## config.mk

```make
export PLATFORM = sky130hd
export DESIGN_NAME = command_frame_receiver
export DESIGN_NICKNAME = d
export VERILOG_FILES = /design/src/rtl/cfr_pkg.sv /design/src/rtl/command_frame_receiver.sv
export SDC_FILE = /design/constraint.sdc
export NUM_CORES = 1
export LEC_CHECK = 0
export ABC_CLOCK_PERIOD_IN_PS = 5400
export BUFFER_PORTS_ARGS = -buffer_cell sky130_fd_sc_hd__buf_4
export CAP_MARGIN = 5
export CORE_ASPECT_RATIO = 1.1
export CORE_MARGIN = 8
export CORE_UTILIZATION = 59
export CTS_CLUSTER_DIAMETER = 40
export DETAILED_ROUTE_END_ITERATION = 12
export PLACE_DENSITY = 0.81
export SLEW_MARGIN = 30
export SYNTH_ARGS = -nofsm -noshare
export SYNTH_HDL_FRONTEND = slang
export SYNTH_SLANG_ARGS = --single-unit
```

## constraint.sdc

```tcl
create_clock -name aclk -period 5.4 [get_ports aclk]
set_input_delay 0.81 -clock aclk [delete_from_list [all_inputs] [get_ports aclk]]
set_output_delay 0.81 -clock aclk [all_outputs]
set_load 0.005 [all_outputs]
```

## src/rtl/cfr_pkg.sv

```systemverilog
// Shared constants for the command frame receiver.
`default_nettype none
package cfr_pkg;

    localparam int FRAME_BYTES = 8;
    localparam int IDX_W       = $clog2(FRAME_BYTES + 1);
    localparam int ADDR_W      = $clog2(FRAME_BYTES);

    localparam logic [7:0]  CODE_STEER = 8'h02;
    localparam logic [7:0]  CODE_SPEED = 8'h03;
    localparam logic [15:0] CRC_INIT   = 16'hFFFF;
    localparam logic [15:0] CRC_POLY   = 16'hA001;
    localparam int          CRC_SPAN   = 6;
    localparam int          CRC_STEPS  = CRC_SPAN * 8;
    localparam int          CRC_CNT_W  = $clog2(CRC_STEPS);

    localparam int CFG_ADDR_W = 1;
    localparam int CFG_DATA_W = 31;
    localparam logic [CFG_ADDR_W-1:0] REG_CLAMP_LIMIT  = 1'b0;
    localparam logic [CFG_ADDR_W-1:0] REG_CLAMP_ENABLE = 1'b1;
    localparam logic [CFG_DATA_W-1:0] LIMIT_RESET      = 31'd500;

    localparam int OUT_DATA_W = 88;

    typedef enum logic [2:0] {
        ST_IDLE = 3'b001,
        ST_CRC  = 3'b010,
        ST_DONE = 3'b100
    } state_t;

endpackage
`default_nettype wire

```

## src/rtl/command_frame_receiver.sv

```systemverilog
// Command frame receiver: byte store, bit-serial CRC-16/Modbus, steer/speed decode.
`default_nettype none
// Data words (tuser 0) are taken one per cycle while idle and stored at the running
// index; words past the frame length are dropped. An idle word (tuser 1) ends
// the frame and holds s_tready low through the run of the bit-serial CRC unit
// (one bit of frame bytes 0..5 per cycle) and the posting of the result, which is
// held off while the previous result still waits on the master side.
// A result sits in an output register, so new data words flow in while it waits.
module command_frame_receiver (
    input  wire        aclk,
    input  wire        aresetn,
    input  wire        s_tvalid,
    output logic       s_tready,
    input  wire  [7:0] s_tdata,   // data_byte
    input  wire  [0:0] s_tuser,   // command
    output logic       m_tvalid,
    input  wire        m_tready,
    output logic [cfr_pkg::OUT_DATA_W-1:0] m_tdata, // frame_code, steer_out, speed_out, crc_value
    output logic [0:0] m_tuser,   // crc_ok
    input  wire        cfg_wr_en,
    input  wire  [cfr_pkg::CFG_ADDR_W-1:0] cfg_index,
    input  wire  [cfr_pkg::CFG_DATA_W-1:0] cfg_wdata
);

    cfr_pkg::state_t state_reg, state_next;

    logic [7:0]                     frame_store_reg [cfr_pkg::FRAME_BYTES];
    logic [cfr_pkg::IDX_W-1:0]      byte_index_reg;
    logic [15:0]                    crc_reg, crc_next;
    logic [cfr_pkg::CRC_CNT_W-1:0]  crc_cnt_reg;
    logic signed [31:0]             steer_reg, steer_next;
    logic signed [31:0]             speed_reg, speed_next;
    logic [cfr_pkg::CFG_DATA_W-1:0] clamp_limit_reg;
    logic                           clamp_enable_reg;
    logic                           m_tvalid_reg;
    logic [cfr_pkg::OUT_DATA_W-1:0] m_tdata_reg;
    logic                           m_crc_ok_reg;

    logic        in_acc;
    logic        out_free;
    logic        crc_last;
    logic [7:0]  crc_byte;
    logic [15:0] crc_mix;
    logic [31:0] raw;
    logic signed [32:0] raw_ext, lim_pos, lim_neg, val_clamp;
    logic signed [31:0] val_load;
    logic [7:0]  code;

    assign s_tready = (state_reg == cfr_pkg::ST_IDLE);
    assign in_acc   = s_tvalid && s_tready;
    assign out_free = !m_tvalid_reg || m_tready;
    assign crc_last = (crc_cnt_reg == cfr_pkg::CRC_CNT_W'(cfr_pkg::CRC_STEPS - 1));
    assign code     = frame_store_reg[1];

    // one CRC bit per cycle; fold in the next byte at its first bit
    always_comb begin
        crc_byte = frame_store_reg[cfr_pkg::ADDR_W'(crc_cnt_reg >> 3)];
        crc_mix  = crc_reg;
        if (crc_cnt_reg[2:0] == 3'd0) begin
            crc_mix = crc_reg ^ {8'h00, crc_byte};
        end
        if (crc_mix[0]) begin
            crc_next = (crc_mix >> 1) ^ cfr_pkg::CRC_POLY;
        end else begin
            crc_next = crc_mix >> 1;
        end
    end

    always_comb begin
        raw       = {frame_store_reg[5], frame_store_reg[4],
                     frame_store_reg[3], frame_store_reg[2]};
        raw_ext   = $signed({raw[31], raw});
        lim_pos   = $signed({2'b00, clamp_limit_reg});
        lim_neg   = -lim_pos;
        val_clamp = raw_ext;
        if (clamp_enable_reg) begin
            if (raw_ext > lim_pos) begin
                val_clamp = lim_pos;
            end else if (raw_ext < lim_neg) begin
                val_clamp = lim_neg;
            end
        end
        val_load   = val_clamp[31:0];
        steer_next = steer_reg;
        speed_next = speed_reg;
        if (code == cfr_pkg::CODE_STEER) begin
            steer_next = val_load;
        end else if (code == cfr_pkg::CODE_SPEED) begin
            speed_next = val_load;
        end
    end

    always_comb begin
        state_next = state_reg;
        unique case (state_reg)
            cfr_pkg::ST_IDLE: begin
                if (in_acc && s_tuser[0]) begin
                    state_next = cfr_pkg::ST_CRC;
                end
            end
            cfr_pkg::ST_CRC: begin
                if (crc_last) begin
                    state_next = cfr_pkg::ST_DONE;
                end
            end
            cfr_pkg::ST_DONE: begin
                if (out_free) begin
                    state_next = cfr_pkg::ST_IDLE;
                end
            end
            default: state_next = cfr_pkg::ST_IDLE;
        endcase
    end

    always_ff @(posedge aclk) begin
        if (!aresetn) begin
            state_reg        <= cfr_pkg::ST_IDLE;
            byte_index_reg   <= '0;
            crc_cnt_reg      <= '0;
            crc_reg          <= cfr_pkg::CRC_INIT;
            steer_reg        <= '0;
            speed_reg        <= '0;
            clamp_limit_reg  <= cfr_pkg::LIMIT_RESET;
            clamp_enable_reg <= 1'b1;
            m_tvalid_reg     <= 1'b0;
            for (int i = 0; i < cfr_pkg::FRAME_BYTES; i++) begin
                frame_store_reg[i] <= 8'h00;
            end
        end else begin
            state_reg <= state_next;

            if (cfg_wr_en) begin
                if (cfg_index == cfr_pkg::REG_CLAMP_LIMIT) begin
                    clamp_limit_reg <= cfg_wdata;
                end else if (cfg_index == cfr_pkg::REG_CLAMP_ENABLE) begin
                    clamp_enable_reg <= cfg_wdata[0];
                end
            end

            if (in_acc) begin
                if (s_tuser[0]) begin
                    byte_index_reg <= '0;
                    crc_cnt_reg    <= '0;
                    crc_reg        <= cfr_pkg::CRC_INIT;
                end else if (byte_index_reg < cfr_pkg::IDX_W'(cfr_pkg::FRAME_BYTES)) begin
                    frame_store_reg[byte_index_reg[cfr_pkg::ADDR_W-1:0]] <= s_tdata;
                    byte_index_reg <= byte_index_reg + 1'b1;
                end
            end

            if (state_reg == cfr_pkg::ST_CRC) begin
                crc_reg     <= crc_next;
                crc_cnt_reg <= crc_cnt_reg + 1'b1;
            end

            if (state_reg == cfr_pkg::ST_DONE && out_free) begin
                steer_reg    <= steer_next;
                speed_reg    <= speed_next;
                m_tvalid_reg <= 1'b1;
            end else if (m_tvalid_reg && m_tready) begin
                m_tvalid_reg <= 1'b0;
            end
        end
    end

    always_ff @(posedge aclk) begin
        if (state_reg == cfr_pkg::ST_DONE && out_free) begin
            m_tdata_reg  <= {crc_reg, speed_next, steer_next, code};
            m_crc_ok_reg <= (crc_reg == {frame_store_reg[7], frame_store_reg[6]});
        end
    end

    assign m_tvalid   = m_tvalid_reg;
    assign m_tdata    = m_tdata_reg;
    assign m_tuser[0] = m_crc_ok_reg;

    a_idx_range: assert property (@(posedge aclk) disable iff (!aresetn)
        byte_index_reg <= cfr_pkg::IDX_W'(cfr_pkg::FRAME_BYTES))
        else $error("byte index past frame length");

    a_idle_starts_crc: assert property (@(posedge aclk) disable iff (!aresetn)
        (in_acc && s_tuser[0]) |=> (state_reg == cfr_pkg::ST_CRC && byte_index_reg == '0
                                    && crc_cnt_reg == '0))
        else $error("idle word did not start CRC");

    a_crc_to_done: assert property (@(posedge aclk) disable iff (!aresetn)
        (state_reg == cfr_pkg::ST_CRC && crc_last) |=> state_reg == cfr_pkg::ST_DONE)
        else $error("CRC run did not finish");

    a_done_posts: assert property (@(posedge aclk) disable iff (!aresetn)
        (state_reg == cfr_pkg::ST_DONE && out_free) |=> m_tvalid_reg)
        else $error("result not posted");

endmodule
`default_nettype wire

```

==> results.toml <==
[run_status]
status = "finished clean"

[clock_network]
post_cts_buffers = 0
cts_max_path_buffers = 3
hold_buffers = 0
cts_tree = "built"
cts_sinks = 282
clkLatencyLatePin_ns = 0.52
numCtsBuffers = 38
clk_pin_slew_ns = 0.06
htree_levels = 2
ctsRootBufferMaster = "clkbuf_16"
cts-resized-gates = 0

[sta]
finalSetupViolations = 0
max_slew_margin = 0.394
max_freq_mhz = 195
hold_viol_final = 0
setup_tns_ns = 0
rsz0062_at_grt = "no"
finalCriticalPeriod_ns = 5.13
hold_slack_ns = 0.472
slew_viol_final = 0
period_share = 0.950
worst_slack_ns = 0.269
tightest_slew_ns = 0.910
clock_skew_ns = 0.0214

[logic_synthesis]
synth_top_area_cell = "edfxtp_1"
ys_ff_latch = 282
netlist_instances = 1459
ys_seq_area_frac = 0.491
synth_fp_nets = 1572
yosys-top-cells-area = "edfxtp_1, dfxtp_1, ha_1"
yosys.area.top_type_share = 0.314
synth_ff_type = "edfxtp_1"
async_reset_ff_frac = 0
synth_edf_count = 153
ys_types = 69
yosysWarnings = 0
synth_commonest_cells = "edfxtp_1, nand2_1, dfxtp_1, nor2_1, a31oi_1"
yosys.cell_count.top_type = "edfxtp_1"
syn_area_mm2 = 0.0146
avgSynthCellArea_um2 = 10.0

[worst_setup_path]
start_kind = "flip-flop"
path_max_fanout = 20
cp-end-kind = "flip-flop"
critical_path_arrival_ns = 5.37
path_class = "flip-flop to flip-flop"
required_ns = 5.63

[cells_and_area]
multi_input_area_mm2 = 0.00697
area_delta_synth_final_pct = 18.4
regArea_mm2 = 0.00718
diodes = 0
drive_gt1_frac = 0.180
fillers = 1755
fin_area_mm2 = 0.0173
num-nets-final = 1691
largest_register_ffs = 88

[die]
chipHeight_um = 181
chipWidth_um = 166
coreArea_mm2 = 0.0244
start_util = 0.599
std_cell_rows = 60
num_io_pins = 137
dieArea_mm2 = 0.0301

[power_and_ir_drop]
p_seq_frac = 0.425
finalPower_uw = 5510
powerDensity_mw_per_mm2 = 318
ir_drop_uv = 332
clock_power_share = 0.498
p_sw_frac = 0.238
p_leak_uw = 0.00649
p_sw_uw = 1310
p_int_uw = 4200
pwr-share-comb = 0.077

[placement]
numPortBuffers = 136
placed_cell_area_mm2 = 0.0159
dp_slack_ns = 0.434
gp_routability_congestion = 1.03
hpwl_mm = 31.2

[hold_path]
min_path_type = "flip-flop to flip-flop"

[global_route]
grt_antenna_before_repair = 0
grt.total_usage = 0.283
grt_pass1_wl_mm = 67.8
grt_max_degree = 89
grt_overflow = 0
grt_pass1_vias = 12200

[routing]
antenna_left = 0
via_count = 12500
dr.pass1.iters = 6
drc = 0
drt-initial-drc-count = 1377
wl_per_cell_um = 22.9
vias_per_cell = 6.53
wirelength_mm = 43.9

[flow_run]
drv_cap = 0
-- path summary, 6_finish.rpt --
kind                            cells after the start       endpoint  slack (ns)          startpoint
worst min-delay path                                2  steer_reg[15]        0.47       steer_reg[15]
worst min register to register                      2  steer_reg[15]        0.47       steer_reg[15]
worst max register to register                     16    m_tdata[44]        0.27  clamp_limit_reg[1]
worst max-delay path                               16    m_tdata[44]        0.27  clamp_limit_reg[1]
-- cell type report --
class / instances / share of cell area
tap: 310 / 0.0224
clock inverter: 26 / 0.0217
sequential: 282 / 0.414
clock buffer: 43 / 0.0595
inverter: 41 / 0.00896
timing repair buffer: 163 / 0.0706
multi-input combinational: 1052 / 0.402
-- placed cells by master, fill, tap and decap left out, types with 5 or more instances in the layout --
cell	n
inv_1	40
ha_1	67
nand2_1	151
edfxtp_1	153
a211oi_1	5
buf_4	163
clkinv_2	6
a32oi_1	11
a31oi_1	83
bufinv_16	8
nor2b_1	20
and3_1	6
xnor2_1	46
xor2_1	8
nand2b_1	9
a21oi_1	33
nand4_1	24
o31ai_1	19
nor4_1	8
nand3_1	56
o31a_1	9
o211ai_1	10
and2_1	68
dfxtp_1	127
a41oi_1	28
mux2i_1	9
nor2_1	122
a21boi_0	27
o21ai_1	5
o22ai_1	15
nor3_1	57
o21ai_0	69
clkbuf_16	39
mux4_2	16
nor4_2	6
-- power by group through the flow --
stage / combinational, uW / sequential (uW) / clock [uW]
2_1_floorplan: 281 / 2350 / 0
3_3_place_gp: 403 / 2380 / 0
3_5_place_dp: 410 / 2380 / 0
4_1_cts: 415 / 2340 / 2760
5_1_grt: 456 / 2340 / 2850
6_report: 423 / 2340 / 2750
-- worst max-delay path, cell delays in order (launching register included) --
cell	delay, ns
dfxtp_1	0.35
inv_1	0.11
ha_1	0.22
and3_1	0.32
nand4_1	0.37
or4_1	0.54
xnor2_1	0.16
ha_1	0.32
nand4_1	0.19
nor4_1	0.42
a2bb2oi_1	0.14
a21boi_2	0.24
o31a_1	0.54
nor3_2	0.10
buf_4	0.24
a32oi_1	0.39
a41oi_1	0.19
-- cells by family (layout without fill, tap and decap cells) --
kind of cell / count (synthesis) / count (layout) / synth area share
AND/OR/NAND/NOR: 557 / 557 / 0.191
AO/OA/AOI/OAI: 347 / 347 / 0.162
flip-flops: 282 / 282 / 0.491
buffers and inverters: 125 / 273 / 0.0343
adder cells (fa/ha/maj): 67 / 67 / 0.0573
XOR/XNOR: 54 / 54 / 0.0323
multiplexers: 27 / 27 / 0.0323
-- through the flow --
step	cells	util
2_1_floorplan	1459	-
3_3_place_gp	1848	0.652
3_5_place_dp	1848	0.652
4_1_cts	1917	0.710
5_1_grt	1917	0.710
6_report	1917	0.710
-- layer usage --
metal | track usage | vias up | part of all wire
li1 | - | 5698 | -
met5 | 0 | - | 0
met1 | 0.345 | 5980 | 0.38
met2 | 0.474 | 690 | 0.47
met4 | 0.141 | 0 | 0.049
met3 | 0.0536 | 143 | 0.093
Note: power is estimated with default switching activity, not from simulation.
